==> config.mk <==
export PLATFORM = sky130hd
export DESIGN_NAME = fixed_block_pool_allocator_flat
export DESIGN_NICKNAME = d
export VERILOG_FILES = /design/src/design/fbpa_pkg.sv /design/src/design/fbpa_if.sv /design/src/design/fbpa_div.sv /design/src/design/fbpa_dp.sv /design/src/design/fbpa_ctrl.sv /design/src/design/fixed_block_pool_allocator.sv /design/src/flat_wrapper.sv
export SDC_FILE = /design/constraint.sdc
export NUM_CORES = 2
export LEC_CHECK = 0
export BUFFER_PORTS_ARGS = -buffer_cell sky130_fd_sc_hd__buf_2
export CORE_MARGIN = 2
export CORE_UTILIZATION = 55
export DETAILED_ROUTE_END_ITERATION = 8
export GPL_TIMING_DRIVEN = 0
export PLACE_DENSITY = 0.78
export SLEW_MARGIN = 20
export SYNTH_ARGS = -nofsm -noshare
export SYNTH_HDL_FRONTEND = slang
export SYNTH_SLANG_ARGS = --single-unit
==> constraint.sdc <==
create_clock -name clock -period 29.1 [get_ports clock]
set_input_delay 1.455 -clock clock [delete_from_list [all_inputs] [get_ports clock]]
set_output_delay 1.455 -clock clock [all_outputs]
set_load 0.01 [all_outputs]
==> src/design/fbpa_pkg.sv <==
`timescale 1ns / 1ps
// ----------------------------------------------------------------------------
// Fixed block pool allocator package
// Field widths, register codes, result codes and the command and status
// structs between the controller and the datapath.
// ----------------------------------------------------------------------------
package fbpa_pkg;

   localparam int SIZE_W     = 16;
   localparam int COUNT_W    = 9;
   localparam int ADDR_W     = 32;
   localparam int BYTES_W    = 24;
   localparam int STATUS_W   = 3;
   localparam int CSR_ADDR_W = 4;
   localparam int CSR_DATA_W = 32;

   localparam logic [SIZE_W-1:0]  MIN_BLOCK_SIZE   = 16'd8;
   localparam logic [BYTES_W-1:0] BYTES_MAX        = 24'hFFFFFF;
   localparam logic [SIZE_W-1:0]  RST_BLOCK_SIZE   = 16'd64;
   localparam logic [COUNT_W-1:0] RST_BLOCK_COUNT  = 9'd256;
   localparam logic [ADDR_W-1:0]  RST_BASE_ADDRESS = 32'h0000_1000;

   localparam int DIV_STEPS = ADDR_W;
   localparam int DIV_CNT_W = $clog2(DIV_STEPS);

   typedef enum logic [1:0] {
      REG_BLOCK_SIZE   = 2'd0,
      REG_BLOCK_COUNT  = 2'd1,
      REG_BASE_ADDRESS = 2'd2
   } fbpa_reg_type;

   typedef enum logic [STATUS_W-1:0] {
      RSP_OK             = 3'd0,
      RSP_SIZE_TOO_LARGE = 3'd1,
      RSP_POOL_EMPTY     = 3'd2,
      RSP_NULL_IGNORED   = 3'd3,
      RSP_OUT_OF_RANGE   = 3'd4,
      RSP_MISALIGNED     = 3'd5
   } fbpa_status_type;

   typedef enum logic [1:0] {
      MUL_HEAD  = 2'd0,
      MUL_COUNT = 2'd1,
      MUL_USED  = 2'd2
   } fbpa_mul_sel_type;

   typedef struct packed {
      logic             sweep_clear;
      logic             sweep_step;
      logic             load;
      logic             mul_en;
      fbpa_mul_sel_type mul_sel;
      logic             pop;
      logic             div_start;
      logic             push;
      logic             set_status;
      fbpa_status_type  status;
      logic             out_load;
   } fbpa_cmd_type;

   typedef struct packed {
      logic sweep_last;
      logic mode_free;
      logic size_big;
      logic list_empty;
      logic addr_null;
      logic out_of_range;
      logic div_done;
      logic misaligned;
      logic out_busy;
   } fbpa_sts_type;

endpackage

==> src/design/fbpa_if.sv <==
`timescale 1ns / 1ps
// ----------------------------------------------------------------------------
// Fixed block pool allocator channels
// Request and response channels with valid/ready transfer handshake.
// ----------------------------------------------------------------------------
interface fbpa_req_if;
   import fbpa_pkg::*;

   logic              valid;
   logic              ready;
   logic              mode;
   logic [ADDR_W-1:0] request_bytes;
   logic [ADDR_W-1:0] block_address;

   modport source (output valid, mode, request_bytes, block_address, input ready);
   modport sink (input valid, mode, request_bytes, block_address, output ready);
endinterface

interface fbpa_rsp_if;
   import fbpa_pkg::*;

   logic                valid;
   logic                ready;
   logic [STATUS_W-1:0] status;
   logic [ADDR_W-1:0]   granted_address;
   logic [BYTES_W-1:0]  bytes_in_use;

   modport source (output valid, status, granted_address, bytes_in_use, input ready);
   modport sink (input valid, status, granted_address, bytes_in_use, output ready);
endinterface

==> src/design/fbpa_div.sv <==
`timescale 1ns / 1ps
// ----------------------------------------------------------------------------
// Fixed block pool allocator divider
// Restoring divider, one quotient bit per cycle, for offset / block size.
// ----------------------------------------------------------------------------
module fbpa_div (
   input  logic                        clock,
   input  logic                        reset,
   input  logic                        start,
   input  logic [fbpa_pkg::ADDR_W-1:0] dividend,
   input  logic [fbpa_pkg::SIZE_W-1:0] divisor,
   output logic [fbpa_pkg::ADDR_W-1:0] quotient,
   output logic [fbpa_pkg::SIZE_W-1:0] remainder,
   output logic                        done
);
   import fbpa_pkg::*;

   logic                 busy_ff;
   logic [DIV_CNT_W-1:0] step_ff;
   logic [ADDR_W-1:0]    quot_ff;
   logic [SIZE_W-1:0]    rem_ff;
   logic [SIZE_W:0]      part;
   logic [SIZE_W:0]      diff;

   assign part      = {rem_ff, quot_ff[ADDR_W-1]};
   assign diff      = part - {1'b0, divisor};
   assign done      = busy_ff && (step_ff == DIV_CNT_W'(DIV_STEPS - 1));
   assign quotient  = quot_ff;
   assign remainder = rem_ff;

   always_ff @(posedge clock) begin
      if (reset) begin
         busy_ff <= 1'b0;
         step_ff <= '0;
      end else if (start) begin
         busy_ff <= 1'b1;
         step_ff <= '0;
      end else if (busy_ff) begin
         step_ff <= step_ff + DIV_CNT_W'(1);
         if (done) begin
            busy_ff <= 1'b0;
         end
      end
   end

   always_ff @(posedge clock) begin
      if (start) begin
         quot_ff <= dividend;
         rem_ff  <= '0;
      end else if (busy_ff) begin
         if (!diff[SIZE_W]) begin
            rem_ff  <= diff[SIZE_W-1:0];
            quot_ff <= {quot_ff[ADDR_W-2:0], 1'b1};
         end else begin
            rem_ff  <= part[SIZE_W-1:0];
            quot_ff <= {quot_ff[ADDR_W-2:0], 1'b0};
         end
      end
   end

endmodule

==> src/design/fbpa_dp.sv <==
`timescale 1ns / 1ps
// ----------------------------------------------------------------------------
// Fixed block pool allocator datapath
// Free-list link memory, list head and free count, multiplier, divider
// and the response output register.
// ----------------------------------------------------------------------------
module fbpa_dp #(
   parameter int POOL_ENTRIES = 256
) (
   input  logic                         clock,
   input  logic                         reset,
   input  fbpa_pkg::fbpa_cmd_type       cmd,
   output fbpa_pkg::fbpa_sts_type       sts,
   input  logic [fbpa_pkg::SIZE_W-1:0]  block_size,
   input  logic [fbpa_pkg::COUNT_W-1:0] block_count,
   input  logic [fbpa_pkg::ADDR_W-1:0]  base_address,
   input  logic                         mode,
   input  logic [fbpa_pkg::ADDR_W-1:0]  request_bytes,
   input  logic [fbpa_pkg::ADDR_W-1:0]  block_address,
   fbpa_rsp_if.source                   rsp_ch
);
   import fbpa_pkg::*;

   localparam int IDX_W  = $clog2(POOL_ENTRIES);
   localparam int LINK_W = $clog2(POOL_ENTRIES + 1);
   localparam int PROD_W = LINK_W + SIZE_W;
   localparam logic [LINK_W-1:0] LINK_NULL = LINK_W'(POOL_ENTRIES);

   logic [LINK_W-1:0] link_mem [POOL_ENTRIES];
   logic [LINK_W-1:0] link_q_ff;
   logic              link_we;
   logic [IDX_W-1:0]  link_wa;
   logic [LINK_W-1:0] link_wd;

   logic [IDX_W-1:0]  sweep_cnt_ff;
   logic              sweep_last;
   logic [LINK_W-1:0] sweep_next;
   logic [LINK_W-1:0] sweep_link;

   logic [LINK_W-1:0] head_ff;
   logic [LINK_W-1:0] free_ff;

   logic                 mode_ff;
   logic [ADDR_W-1:0]    request_ff;
   logic [ADDR_W-1:0]    offset_ff;
   logic                 addr_null_ff;
   fbpa_status_type      code_ff;
   logic [ADDR_W-1:0]    granted_ff;
   logic [PROD_W-1:0]    prod_ff;
   logic [PROD_W-1:0]    prod_in;

   logic                 rsp_valid_ff;
   fbpa_status_type      rsp_status_ff;
   logic [ADDR_W-1:0]    rsp_granted_ff;
   logic [BYTES_W-1:0]   rsp_bytes_ff;
   logic [BYTES_W-1:0]   bytes_sat;

   logic [SIZE_W-1:0]    size_eff;
   logic [LINK_W-1:0]    count_eff;
   logic [LINK_W-1:0]    used;
   logic [LINK_W-1:0]    mul_a;

   logic [ADDR_W-1:0]    div_quot;
   logic [SIZE_W-1:0]    div_rem;
   logic                 div_done;

   assign size_eff  = (block_size < MIN_BLOCK_SIZE) ? MIN_BLOCK_SIZE : block_size;
   assign count_eff = (32'(block_count) > 32'(POOL_ENTRIES)) ? LINK_W'(POOL_ENTRIES)
                                                             : LINK_W'(block_count);
   assign used      = (count_eff > free_ff) ? (count_eff - free_ff) : '0;

   always_comb begin
      case (cmd.mul_sel)
         MUL_HEAD:  mul_a = head_ff;
         MUL_COUNT: mul_a = count_eff;
         MUL_USED:  mul_a = used;
         default:   mul_a = '0;
      endcase
   end

   assign prod_in   = PROD_W'(mul_a) * PROD_W'(size_eff);
   assign bytes_sat = (64'(prod_ff) > 64'(BYTES_MAX)) ? BYTES_MAX : BYTES_W'(prod_ff);

   assign sweep_last = (sweep_cnt_ff == IDX_W'(POOL_ENTRIES - 1));
   assign sweep_next = LINK_W'(sweep_cnt_ff) + LINK_W'(1);
   assign sweep_link = (sweep_next < count_eff) ? sweep_next : LINK_NULL;

   always_comb begin
      link_we = cmd.sweep_step | cmd.push;
      link_wa = cmd.push ? div_quot[IDX_W-1:0] : sweep_cnt_ff;
      link_wd = cmd.push ? head_ff : sweep_link;
   end

   always_ff @(posedge clock) begin
      if (link_we) begin
         link_mem[link_wa] <= link_wd;
      end
      link_q_ff <= link_mem[head_ff[IDX_W-1:0]];
   end

   fbpa_div u_div (
      .clock     (clock),
      .reset     (reset),
      .start     (cmd.div_start),
      .dividend  (offset_ff),
      .divisor   (size_eff),
      .quotient  (div_quot),
      .remainder (div_rem),
      .done      (div_done)
   );

   always_ff @(posedge clock) begin
      if (reset) begin
         sweep_cnt_ff <= '0;
         head_ff      <= '0;
         free_ff      <= '0;
         rsp_valid_ff <= 1'b0;
      end else begin
         if (cmd.sweep_clear) begin
            sweep_cnt_ff <= '0;
         end else if (cmd.sweep_step && !sweep_last) begin
            sweep_cnt_ff <= sweep_cnt_ff + IDX_W'(1);
         end

         if (cmd.sweep_step) begin
            head_ff <= (count_eff != '0) ? '0 : LINK_NULL;
            free_ff <= count_eff;
         end else if (cmd.pop) begin
            head_ff <= link_q_ff;
            if (free_ff != '0) begin
               free_ff <= free_ff - LINK_W'(1);
            end
         end else if (cmd.push) begin
            head_ff <= LINK_W'(div_quot);
            if (free_ff < count_eff) begin
               free_ff <= free_ff + LINK_W'(1);
            end
         end

         if (cmd.out_load) begin
            rsp_valid_ff <= 1'b1;
         end else if (rsp_ch.ready) begin
            rsp_valid_ff <= 1'b0;
         end
      end
   end

   always_ff @(posedge clock) begin
      if (cmd.load) begin
         mode_ff      <= mode;
         request_ff   <= request_bytes;
         offset_ff    <= block_address - base_address;
         addr_null_ff <= (block_address == '0);
         code_ff      <= RSP_OK;
         granted_ff   <= '0;
      end else begin
         if (cmd.set_status) begin
            code_ff <= cmd.status;
         end
         if (cmd.pop) begin
            granted_ff <= base_address + 32'(prod_ff);
         end
      end
      if (cmd.mul_en) begin
         prod_ff <= prod_in;
      end
      if (cmd.out_load) begin
         rsp_status_ff  <= code_ff;
         rsp_granted_ff <= granted_ff;
         rsp_bytes_ff   <= bytes_sat;
      end
   end

   always_comb begin
      sts.sweep_last   = sweep_last;
      sts.mode_free    = mode_ff;
      sts.size_big     = (request_ff > 32'(size_eff));
      sts.list_empty   = (head_ff == LINK_NULL);
      sts.addr_null    = addr_null_ff;
      sts.out_of_range = (64'(offset_ff) >= 64'(prod_ff));
      sts.div_done     = div_done;
      sts.misaligned   = (div_rem != '0);
      sts.out_busy     = rsp_valid_ff && !rsp_ch.ready;
   end

   assign rsp_ch.valid           = rsp_valid_ff;
   assign rsp_ch.status          = rsp_status_ff;
   assign rsp_ch.granted_address = rsp_granted_ff;
   assign rsp_ch.bytes_in_use    = rsp_bytes_ff;

endmodule

==> src/design/fbpa_ctrl.sv <==
`timescale 1ns / 1ps
// ----------------------------------------------------------------------------
// Fixed block pool allocator controller
// Sequences list rebuild, allocate and free steps over the datapath.
// ----------------------------------------------------------------------------
module fbpa_ctrl (
   input  logic                   clock,
   input  logic                   reset,
   input  logic                   rebuild,
   input  logic                   req_valid,
   output logic                   req_ready,
   input  fbpa_pkg::fbpa_sts_type sts,
   output fbpa_pkg::fbpa_cmd_type cmd
);
   import fbpa_pkg::*;

   typedef enum logic [3:0] {
      S_SWEEP,
      S_IDLE,
      S_DECIDE,
      S_ALLOC_POP,
      S_SPAN_CHK,
      S_DIV,
      S_CHECK,
      S_USE_MUL,
      S_USE_OUT
   } state_type;

   state_type state_ff;
   state_type state_in;
   logic      req_ready_ff;
   logic      req_ready_in;

   always_comb begin
      state_in = state_ff;
      cmd      = '0;
      unique case (state_ff)
         S_SWEEP: begin
            cmd.sweep_step = 1'b1;
            if (sts.sweep_last) begin
               state_in = S_IDLE;
            end
         end
         S_IDLE: begin
            if (req_valid) begin
               cmd.load = 1'b1;
               state_in = S_DECIDE;
            end
         end
         S_DECIDE: begin
            if (!sts.mode_free) begin
               if (sts.size_big) begin
                  cmd.set_status = 1'b1;
                  cmd.status     = RSP_SIZE_TOO_LARGE;
                  state_in       = S_USE_MUL;
               end else if (sts.list_empty) begin
                  cmd.set_status = 1'b1;
                  cmd.status     = RSP_POOL_EMPTY;
                  state_in       = S_USE_MUL;
               end else begin
                  cmd.mul_en  = 1'b1;
                  cmd.mul_sel = MUL_HEAD;
                  state_in    = S_ALLOC_POP;
               end
            end else if (sts.addr_null) begin
               cmd.set_status = 1'b1;
               cmd.status     = RSP_NULL_IGNORED;
               state_in       = S_USE_MUL;
            end else begin
               cmd.mul_en  = 1'b1;
               cmd.mul_sel = MUL_COUNT;
               state_in    = S_SPAN_CHK;
            end
         end
         S_ALLOC_POP: begin
            cmd.pop  = 1'b1;
            state_in = S_USE_MUL;
         end
         S_SPAN_CHK: begin
            if (sts.out_of_range) begin
               cmd.set_status = 1'b1;
               cmd.status     = RSP_OUT_OF_RANGE;
               state_in       = S_USE_MUL;
            end else begin
               cmd.div_start = 1'b1;
               state_in      = S_DIV;
            end
         end
         S_DIV: begin
            if (sts.div_done) begin
               state_in = S_CHECK;
            end
         end
         S_CHECK: begin
            if (sts.misaligned) begin
               cmd.set_status = 1'b1;
               cmd.status     = RSP_MISALIGNED;
            end else begin
               cmd.push = 1'b1;
            end
            state_in = S_USE_MUL;
         end
         S_USE_MUL: begin
            cmd.mul_en  = 1'b1;
            cmd.mul_sel = MUL_USED;
            state_in    = S_USE_OUT;
         end
         S_USE_OUT: begin
            if (!sts.out_busy) begin
               cmd.out_load = 1'b1;
               state_in     = S_IDLE;
            end
         end
         default: state_in = S_SWEEP;
      endcase
      if (rebuild) begin
         cmd             = '0;
         cmd.sweep_clear = 1'b1;
         state_in        = S_SWEEP;
      end
      req_ready_in = (state_in == S_IDLE);
   end

   always_ff @(posedge clock) begin
      if (reset) begin
         state_ff     <= S_SWEEP;
         req_ready_ff <= 1'b0;
      end else begin
         state_ff     <= state_in;
         req_ready_ff <= req_ready_in;
      end
   end

   assign req_ready = req_ready_ff;

endmodule

==> src/design/fixed_block_pool_allocator.sv <==
`timescale 1ns / 1ps
// ----------------------------------------------------------------------------
// Fixed block pool allocator
// Pool of equal blocks handed out from a LIFO free list, with APB setup.
// ----------------------------------------------------------------------------
// One request is in work at a time. An allocate passes the decide, pop,
// used-count multiply and output states. A request rejected at the size,
// empty-list or null check goes straight to multiply; a free rejected at
// the range check passes the range check state first. A free that passes
// the null and range checks also runs the 32-step restoring divider that
// turns the block offset into a block index. After reset and after every
// write to a defined register the free list is rebuilt by a pass over the
// link memory, one entry per cycle, while requests are held off. A finished
// response waits in an output register and lets the next request be taken.
// ----------------------------------------------------------------------------
module fixed_block_pool_allocator #(
   parameter int POOL_ENTRIES = 256
) (
   input  logic                            clock,
   input  logic                            reset,
   fbpa_req_if.sink                        req_ch,
   fbpa_rsp_if.source                      rsp_ch,
   input  logic                            csr_psel,
   input  logic                            csr_penable,
   input  logic                            csr_pwrite,
   input  logic [fbpa_pkg::CSR_ADDR_W-1:0] csr_paddr,
   input  logic [fbpa_pkg::CSR_DATA_W-1:0] csr_pwdata,
   output logic [fbpa_pkg::CSR_DATA_W-1:0] csr_prdata,
   output logic                            csr_pready
);
   import fbpa_pkg::*;

   logic [SIZE_W-1:0]  block_size_ff;
   logic [COUNT_W-1:0] block_count_ff;
   logic [ADDR_W-1:0]  base_address_ff;

   logic         cfg_write;
   logic         wr_size;
   logic         wr_count;
   logic         wr_base;
   logic         rebuild;
   logic         req_ready;
   fbpa_cmd_type cmd;
   fbpa_sts_type sts;

   assign csr_pready = 1'b1;
   assign cfg_write  = csr_psel & csr_penable & csr_pwrite;

   always_comb begin
      wr_size    = 1'b0;
      wr_count   = 1'b0;
      wr_base    = 1'b0;
      csr_prdata = '0;
      unique case (csr_paddr[CSR_ADDR_W-1:2])
         REG_BLOCK_SIZE: begin
            wr_size    = cfg_write;
            csr_prdata = CSR_DATA_W'(block_size_ff);
         end
         REG_BLOCK_COUNT: begin
            wr_count   = cfg_write;
            csr_prdata = CSR_DATA_W'(block_count_ff);
         end
         REG_BASE_ADDRESS: begin
            wr_base    = cfg_write;
            csr_prdata = CSR_DATA_W'(base_address_ff);
         end
         default: csr_prdata = '0;
      endcase
   end

   assign rebuild = wr_size | wr_count | wr_base;

   always_ff @(posedge clock) begin
      if (reset) begin
         block_size_ff   <= RST_BLOCK_SIZE;
         block_count_ff  <= RST_BLOCK_COUNT;
         base_address_ff <= RST_BASE_ADDRESS;
      end else begin
         if (wr_size) begin
            block_size_ff <= csr_pwdata[SIZE_W-1:0];
         end
         if (wr_count) begin
            block_count_ff <= csr_pwdata[COUNT_W-1:0];
         end
         if (wr_base) begin
            base_address_ff <= csr_pwdata[ADDR_W-1:0];
         end
      end
   end

   fbpa_ctrl u_ctrl (
      .clock     (clock),
      .reset     (reset),
      .rebuild   (rebuild),
      .req_valid (req_ch.valid),
      .req_ready (req_ready),
      .sts       (sts),
      .cmd       (cmd)
   );

   assign req_ch.ready = req_ready;

   fbpa_dp #(
      .POOL_ENTRIES (POOL_ENTRIES)
   ) u_dp (
      .clock         (clock),
      .reset         (reset),
      .cmd           (cmd),
      .sts           (sts),
      .block_size    (block_size_ff),
      .block_count   (block_count_ff),
      .base_address  (base_address_ff),
      .mode          (req_ch.mode),
      .request_bytes (req_ch.request_bytes),
      .block_address (req_ch.block_address),
      .rsp_ch        (rsp_ch)
   );

   a_one_item: assert property (@(posedge clock) disable iff (reset)
      req_ch.valid && req_ch.ready |=> !req_ch.ready)
      else $error("request taken while another is in work");

   a_rebuild_stall: assert property (@(posedge clock) disable iff (reset)
      rebuild |=> !req_ch.ready)
      else $error("request open during free list rebuild");

   a_rsp_from_work: assert property (@(posedge clock) disable iff (reset)
      $rose(rsp_ch.valid) |-> !$past(req_ch.ready))
      else $error("response raised without a request in work");

endmodule
==> src/flat_wrapper.sv <==
// flat-port wrapper written by rule: the top's interface ports become plain ports
module fixed_block_pool_allocator_flat import fbpa_pkg::*;
#(
   parameter int POOL_ENTRIES = 256
)
  (clock, reset, csr_psel, csr_penable, csr_pwrite, csr_paddr, csr_pwdata, csr_prdata, csr_pready, req_ch_valid, req_ch_mode, req_ch_request_bytes, req_ch_block_address, req_ch_ready, rsp_ch_valid, rsp_ch_status, rsp_ch_granted_address, rsp_ch_bytes_in_use, rsp_ch_ready);
  fbpa_req_if req_ch_i ();
  fbpa_rsp_if rsp_ch_i ();
  input  logic clock;
  input  logic reset;
  input  logic csr_psel;
  input  logic csr_penable;
  input  logic csr_pwrite;
  input  logic [fbpa_pkg::CSR_ADDR_W-1:0] csr_paddr;
  input  logic [fbpa_pkg::CSR_DATA_W-1:0] csr_pwdata;
  output logic [fbpa_pkg::CSR_DATA_W-1:0] csr_prdata;
  output logic csr_pready;
  input wire logic [$bits(req_ch_i.valid)-1:0] req_ch_valid;
  input wire logic [$bits(req_ch_i.mode)-1:0] req_ch_mode;
  input wire logic [$bits(req_ch_i.request_bytes)-1:0] req_ch_request_bytes;
  input wire logic [$bits(req_ch_i.block_address)-1:0] req_ch_block_address;
  output wire logic [$bits(req_ch_i.ready)-1:0] req_ch_ready;
  output wire logic [$bits(rsp_ch_i.valid)-1:0] rsp_ch_valid;
  output wire logic [$bits(rsp_ch_i.status)-1:0] rsp_ch_status;
  output wire logic [$bits(rsp_ch_i.granted_address)-1:0] rsp_ch_granted_address;
  output wire logic [$bits(rsp_ch_i.bytes_in_use)-1:0] rsp_ch_bytes_in_use;
  input wire logic [$bits(rsp_ch_i.ready)-1:0] rsp_ch_ready;
  assign req_ch_i.valid = req_ch_valid;
  assign req_ch_i.mode = req_ch_mode;
  assign req_ch_i.request_bytes = req_ch_request_bytes;
  assign req_ch_i.block_address = req_ch_block_address;
  assign req_ch_ready = req_ch_i.ready;
  assign rsp_ch_valid = rsp_ch_i.valid;
  assign rsp_ch_status = rsp_ch_i.status;
  assign rsp_ch_granted_address = rsp_ch_i.granted_address;
  assign rsp_ch_bytes_in_use = rsp_ch_i.bytes_in_use;
  assign rsp_ch_i.ready = rsp_ch_ready;
  fixed_block_pool_allocator #(.POOL_ENTRIES(POOL_ENTRIES)) u_core (.clock(clock), .reset(reset), .req_ch(req_ch_i), .rsp_ch(rsp_ch_i), .csr_psel(csr_psel), .csr_penable(csr_penable), .csr_pwrite(csr_pwrite), .csr_paddr(csr_paddr), .csr_pwdata(csr_pwdata), .csr_prdata(csr_prdata), .csr_pready(csr_pready));
endmodule
== Yosys cells after proc, flatten, opt, wreduce, memory -nomap -nowiden ==
Memory sizes are Yosys's and may differ from the RTL's. A register that Yosys moved wholly into a read port is not among the register bits.
Index checks and enable logic that the tools add are counted.

* Register bits: 328
* RAM bits: 2304
* Bits of input ports: 108
* Output and inout bits: 94
* Word-level logic and storage cells: 149
* Memories: 1

{| class="wikitable"
|+ Memory list
! memory !! depth !! bits a word !! read ports !! clocked after memory_dff !! write ports !! line !! text
|-
| u_core.u_dp.link_mem || 256 || 9 || 1 || 1 || 1 || fbpa_dp.sv:29 || <nowiki>logic [LINK_W-1:0] link_mem [POOL_ENTRIES];</nowiki>
|}

* Add/subtract/negate cells: 9
* Multipliers: 1
* $lt $le $gt $ge: 8
* Eq/ne operators: 17
* Muxes and demuxes: 65
* Bitwise logic cells: 5
* Reductions and logical operators: 20

{| class="wikitable"
|+ Operators by type and width
! kind !! count
|-
| $mux W9 || 13
|-
| $pmux W32 S3 || 1
|-
| $mux W32 || 2
|-
| $mux W4 || 12
|-
| $add A32 B25 Y32 || 1
|-
| $ge A32 B25 Y1 || 1
|-
| $gt A32 B16 Y1 || 1
|-
| $logic_not A32 Y1 || 1
|-
| $mux W16 || 2
|-
| $pmux W4 S8 || 1
|-
| $sub A32 B32 Y32 || 1
|-
| $pmux W9 S3 || 1
|-
| $gt A25 B24 Y1 const B || 1
|-
| $mul A9 B16 Y25 || 1
|-
| $mux W1 || 21
|-
| $lt A9 B9 Y1 || 2
|-
| $mux W3 || 6
|-
| $reduce_bool A9 Y1 || 2
|-
| $sub A17 B16 Y17 || 1
|-
| $eq A4 B3 Y1 const B || 4
|-
| $lt A16 B4 Y1 const B || 1
|-
| $reduce_bool A16 Y1 || 1
|-
| $mux W14 || 1
|-
| $pmux W4 S3 || 1
|-
| other kinds (30) || 46
|}

== Longest topological paths before layout ==
* Depth in word-level cells: 10
* Mapped depth: 33
* Depth with buffers taken out: 31

== Modules after synthesis ==
Synthesis repeated with hierarchy kept, for this count alone.

* Cell total of the unflattened synthesis: 6852
* Area total of the unflattened synthesis: 113702.8 µm²

{| class="wikitable"
|+ By module, submodules not included
! module !! times used !! cells each !! area each (µm²) !! seq. area each (µm²)
|-
| fbpa_dp || 1 || 6187 || 107199.1 || 75112.0
|-
| fbpa_div || 1 || 303 || 3170.5 || 1401.3
|-
| fixed_block_pool_allocator || 1 || 296 || 2839.0 || 1141.1
|-
| fbpa_ctrl || 1 || 66 || 494.2 || 100.1
|}

== Worst setup path before layout ==
Ideal clock, no wire load.

* Kind: input port to flip-flop
* Start: input port csr_pwrite
* End: memory u_core.u_dp.link_mem[0][0] in the netlist's numbering (data pin)
* Library setup time: 2.189 ns
* Arrival: 12.642 ns
* Data required time: 26.911 ns
* Path slack: 14.269 ns
* Stages on the path: 8
* Buffers on the path: 1
* Cell sequence: nand3_1 a21oi_1 nand2b_1 nor3_1 clkbuf_1 nor3_1 a21oi_1 o21ai_0

* Word-level cells in the longest chain between the ends: 6
* Elaborated cells between the ends (all ways): 8
* Classes of those cells: mux (5); bitwise (3)

{| class="wikitable"
|+ Ends and longest elaborated chain
! element !! line !! text
|-
| start: declaration || flat_wrapper.sv:13 || <nowiki>input logic csr_pwrite;</nowiki>
|-
| $and A1 B1 Y1 (*) || fixed_block_pool_allocator.sv:47 || <nowiki>assign cfg_write = csr_psel & csr_penable & csr_pwrite;</nowiki>
|-
| $mux W1 || fixed_block_pool_allocator.sv:54 || <nowiki>unique case (csr_paddr[CSR_ADDR_W-1:2])</nowiki>
|-
| $or A1 B1 Y1 || fixed_block_pool_allocator.sv:71 || <nowiki>assign rebuild = wr_size | wr_count | wr_base;</nowiki>
|-
| $or A1 B1 Y1 (*) || fixed_block_pool_allocator.sv:71 ||
|-
| $mux W14 (*) || fbpa_ctrl.sv:116 || <nowiki>if (rebuild) begin</nowiki>
|-
| $mux W9 (*) || fbpa_dp.sv:91 || <nowiki>link_wd = cmd.push ? head_ff : sweep_link;</nowiki>
|-
| net u_core.u_dp.link_wd[0] || fbpa_dp.sv:33 || <nowiki>logic [LINK_W-1:0] link_wd;</nowiki>
|-
| end: declaration || fbpa_dp.sv:29 ||
|}

The timed path passes the listed nets; every way through them passes the cells marked *.

== Worst setup path in the final report ==
* Start: register u_core.u_dp.head_ff[1]
* End: register u_core.u_dp.prod_ff[24] (data pin)

* Word-level cells in the longest chain between the ends: 2

{| class="wikitable"
|+ Ends and longest elaborated chain
! element !! line !! text
|-
| start: declaration || fbpa_dp.sv:40 || <nowiki>logic [LINK_W-1:0] head_ff;</nowiki>
|-
| start signal: assignment || fbpa_dp.sv:126 || <nowiki>head_ff <= (count_eff != '0) ? '0 : LINK_NULL;</nowiki>
|-
| start signal: assignment || fbpa_dp.sv:129 || <nowiki>head_ff <= link_q_ff;</nowiki>
|-
| start signal: assignment || fbpa_dp.sv:134 || <nowiki>head_ff <= LINK_W'(div_quot);</nowiki>
|-
| $pmux W9 S3 || fbpa_dp.sv:73 || <nowiki>case (cmd.mul_sel)</nowiki>
|-
| $mul A9 B16 Y25 || fbpa_dp.sv:81 || <nowiki>assign prod_in = PROD_W'(mul_a) * PROD_W'(size_eff);</nowiki>
|-
| net u_core.u_dp.prod_in[24] || fbpa_dp.sv:50 || <nowiki>logic [PROD_W-1:0] prod_in;</nowiki>
|-
| end signal: assignment || fbpa_dp.sv:165 || <nowiki>prod_ff <= prod_in;</nowiki>
|-
| end: declaration || fbpa_dp.sv:49 || <nowiki>logic [PROD_W-1:0] prod_ff;</nowiki>
|}

The timed path passes the listed nets, and every way through them passes these cells.
A chain may end at the register's enable or synchronous reset.

==> run summary <==
The count of flip-flops with a built-in enable after synthesis is 2,486. The top fanout value on the critical path came out at 10. The routed length per placed instance is 36.0 microns. The peak clock frequency supported by timing came out at 105 MHz. The gate count after technology mapping came out at 6,063. The die covers 0.206 sq mm. The detailed router finished its first iteration with 11,386 violations. The distinct cell type count after synthesis is 74.

The critical path capture point type is a register. The routed layout has 65,805 vias. For this run, the number of Yosys warnings is 0. The layout overhead on the synthesized area came out at 14.0%.

The fraction of layout cells with a size suffix above 1 came out at 0.235. Leaving out fill and tap cells, the most frequent cells in the layout are edfxtp_1 (2,486), mux4_2 (755), nor2_1 (448). The core region area came out at 0.201 sq mm. The simple-gate share of the synthesized area is 0.0445. The horizontal die dimension is 454 microns.

The largest net degree at the start of global routing came out at 79. In this run the worst hold path is classified as register to register. The internal portion of the total power is 0.00654 W. The CTS tree is yes. The final clock skew came out at 85.2 ps. The count of boundary I/O pins came out at 202. The initial antenna violation count is 20. The via count of the first global-routing pass is 64,847.

The highest-delay cell along the critical path is clkbuf_1. Among cell families on the critical path, the largest total delay comes from buffers and inverters. Of the total power, the share spent switching nets is 0.233. The data required time of the critical path came out at 29,760 ps. The cell sitting at the root of the clock tree is a clkbuf_16. The category of the worst setup path launch point is a register.

Summed over all failing endpoints, the final setup total negative slack is 0 ps. In this run, post-CTS repair resized a total of 0 instances. For this design the total switching power over the nets is 0.00199 W. The cell area after synthesis is 0.111 sq mm.

The portion of netlist area occupied by mux cells is 0.159. The most prevalent standard cell on the critical path is clkbuf_1. The slew at the pin closest to its max-slew limit is 1310 ps. The number of buffers and inverters on the critical path is 8. The share of the clock period used by the worst path is 0.327. Of the total synthesized cell area, the portion taken by XOR and XNOR cells is 0.00795. The final weighted congestion in routability-driven placement is 0.965. The share of total power dissipated in the clock network is 0.409. The global-route total usage across every layer came out at 0.334. In this run the core area contains 165 standard-cell rows. STA puts the critical path data arrival time at 10,180 ps. The total of fill cells in the finished design is 13,058. Setup repair after global routing left no endpoint under its margin.

The number of max-slew violations in the final report is 0. For this run the aggregate overflow at the end of global routing stands at 0. Buffers placed on the I/O ports in this run total 197. The sequential fraction of design power came out at 0.511. The overall routed net length came out at 343 mm. The power after layout is 0.00854 W. The number of H-tree levels is 5. The remaining design rule violation count came out at 0. The net count of the finished layout is 7,034. The clock edge transition at the registers on the reported setup and hold paths came out at 60 ps. The buffer levels on the longest clock path is 4. The post-synthesis async set-or-reset flop share is 0. Once detailed placement completed, the half-perimeter wirelength came to 219 mm.

The share of power burned in combinational logic came out at 0.080. The areal power density over the cells is 67.3 mW/mm^2. The flop and latch count out of synthesis is 2,641. The complex-gate fraction of the synthesized area came out at 0.0301. For this design the static power due to leakage is 40.7 nW. The peak ir drop on the vdd network is 0.0678 mV. The share of the Yosys chip area taken by registers is 0.699. The floorplan die height came out at 454 microns. The net count after synthesis is 6,460. The global-route wire length before repair came out at 482 mm. Walking the worst path, the cells encountered are clkbuf_1 > clkbuf_1 > clkbuf_1 > clkbuf_1 > a22oi_1 > o21ai_1 > clkbuf_1 > nand2_1 > fa_1 > inv_1 > fa_1 > fa_1 > inv_1 > fa_1 > inv_1 > ha_1 > or4_1 > o22a_1 > a221oi_2 > o21ai_1 > or3_1 > a31o_2 > a21oi_1 > xnor2_1. The number of setup violations in the final report came out at 0. The share of synthesized cell area in full adder, half adder and majority cells is 0.0395. The non-filler instance count after layout is 9,527. The TritonCTS sink count came out at 2,641. The routed via count divided by cell count came out at 6.91. The number of buffers added by the clock tree synthesis step came out at 282.

In the synthesized netlist the dominant register cell turns out to be edfxtp_1. The post-synthesis average cell area is 18.3 sq um. The later-pin clock latency in the skew report came out at 980 ps. The post-cts hold buffer count came out at 0. The initial utilization of the core area, before any placement, comes to 0.552. Headroom to the max-slew limit came out at 0.128. After detailed placement, the design holds a cell count of 9,025. The flow ran to the end, and the final reports show no timing, DRC or antenna violations.

The start-to-end type of the worst setup path is register to register. The count of nets left with antenna violations once routing finished came out at 0. The count of final hold-check violations is 0. The number of search-and-repair iterations in the first detailed-routing pass is 9. The tool flagged a number of max-cap violations equal to 0. Leaving out fill and tap cells, the most frequent cell in the layout is edfxtp_1. The number of setup buffers added after CTS is 0. The main combinational cell family by area after synthesis is multiplexers.

On the worst path, the slowest cell contributes a delay of 980 ps. The minimum clock period after layout came out at 9520 ps.
-- Yosys cell counts (27+ instances only) --
cell      number  area, sq um
mux2i_1       41          410
xnor2_1       71          622
mux4_2       755        17000
edfxtp_1    2486        74700
a211oi_1      37          278
nor2b_1       34          213
xor2_1        30          263
and2_1        45          282
nand2b_1      32          200
ha_1         185         2310
a21oi_1      173          866
nand2_1      391         1470
fa_1         104         2080
nor3_1        32          160
o21ai_0       85          425
nand3_1       42          210
buf_2         49          245
buf_1         27          101
inv_1        252          946
clkbuf_1     212          796
a21o_1        59          443
dfxtp_1      155         3100
nor2_1       452         1700
-- logic make-up (layout without fill, tap and decap cells) --
kind of cell    Yosys count  count (layout)
buf+inv                 551            1320
compound gates          522             522
simple gates           1136            1136
mux                     822             822
xor+xnor                101             101
flops                  2641            2641
fa+ha+maj               289             289
other cells               1              24
-- path summary, 6_finish.rpt --
check                                          start  cells after the start                                                to  slack, ps
max reg2reg      u_core.u_dp.head_ff[1]$_SDFFE_PP0P_                     24                 u_core.u_dp.prod_ff[24]$_DFFE_PP_      19580
min          u_core.u_dp.granted_ff[23]$_SDFFE_PP0P_                      0  u_core.u_dp.rsp_ch.granted_address[23]$_DFFE_PP_        430
max              u_core.u_dp.head_ff[1]$_SDFFE_PP0P_                     24                 u_core.u_dp.prod_ff[24]$_DFFE_PP_      19580
min reg2reg  u_core.u_dp.granted_ff[23]$_SDFFE_PP0P_                      0  u_core.u_dp.rsp_ch.granted_address[23]$_DFFE_PP_        430
-- sequential cells by signal, indices dropped and copies added (netlist names), 16 cells and up --
| signal | flops |
|---|---|
| u_core.u_dp.request_ff | 32 |
| u_core.u_dp.u_div.quotient | 32 |
| u_core.base_address_ff | 32 |
| u_core.u_dp.rsp_ch.granted_address | 32 |
| u_core.u_dp.u_div.remainder | 16 |
| u_core.u_dp.rsp_ch.bytes_in_use | 24 |
| u_core.u_dp.prod_ff | 25 |
| u_core.block_size_ff | 16 |
| u_core.u_dp.granted_ff | 32 |
| u_core.u_dp.offset_ff | 32 |
| u_core.u_dp.link_mem | 2304 |
-- through the flow --
stage	hold slack [ps]	cell area, sq um	worst slack [ps]	util
2_1_floorplan	408	111000	14270	-
3_3_place_gp	418	116000	866	0.573
3_5_place_dp	420	118000	19360	0.586
4_1_cts	435	127000	19880	0.629
5_1_grt	444	127000	19310	0.629
6_report	431	127000	19580	0.629
-- power groups by stage --
| stage | logic (W) | clock network [W] | registers, W |
|---|---|---|---|
| 2_1_floorplan | 0.000274 | 0 | 0.00457 |
| 3_3_place_gp | 0.000472 | 0 | 0.00473 |
| 3_5_place_dp | 0.000641 | 0 | 0.00444 |
| 4_1_cts | 0.000654 | 0.00348 | 0.00436 |
| 5_1_grt | 0.000702 | 0.00361 | 0.00437 |
| 6_report | 0.000682 | 0.00349 | 0.00437 |
-- cell type report --
type	instances	area, sq um	area share
Buffer	299	1300	0.0103
Timing Repair Buffer	290	3280	0.0258
Antenna cell	23	57.6	0.000454
Tap cell	2672	3340	0.0264
Inverter	252	948	0.00748
Sequential cell	2641	77800	0.613
Clock buffer	349	7490	0.0591
Clock inverter	130	1160	0.00912
Multi-Input combinational cell	2871	31500	0.248
-- layer usage --
layer	routed length [microns]	track usage
met5	178	0.000466
met4	27100	0.216
met3	45300	0.104
met2	158000	0.513
met1	112000	0.415
Power figures use the tool's default switching activity.
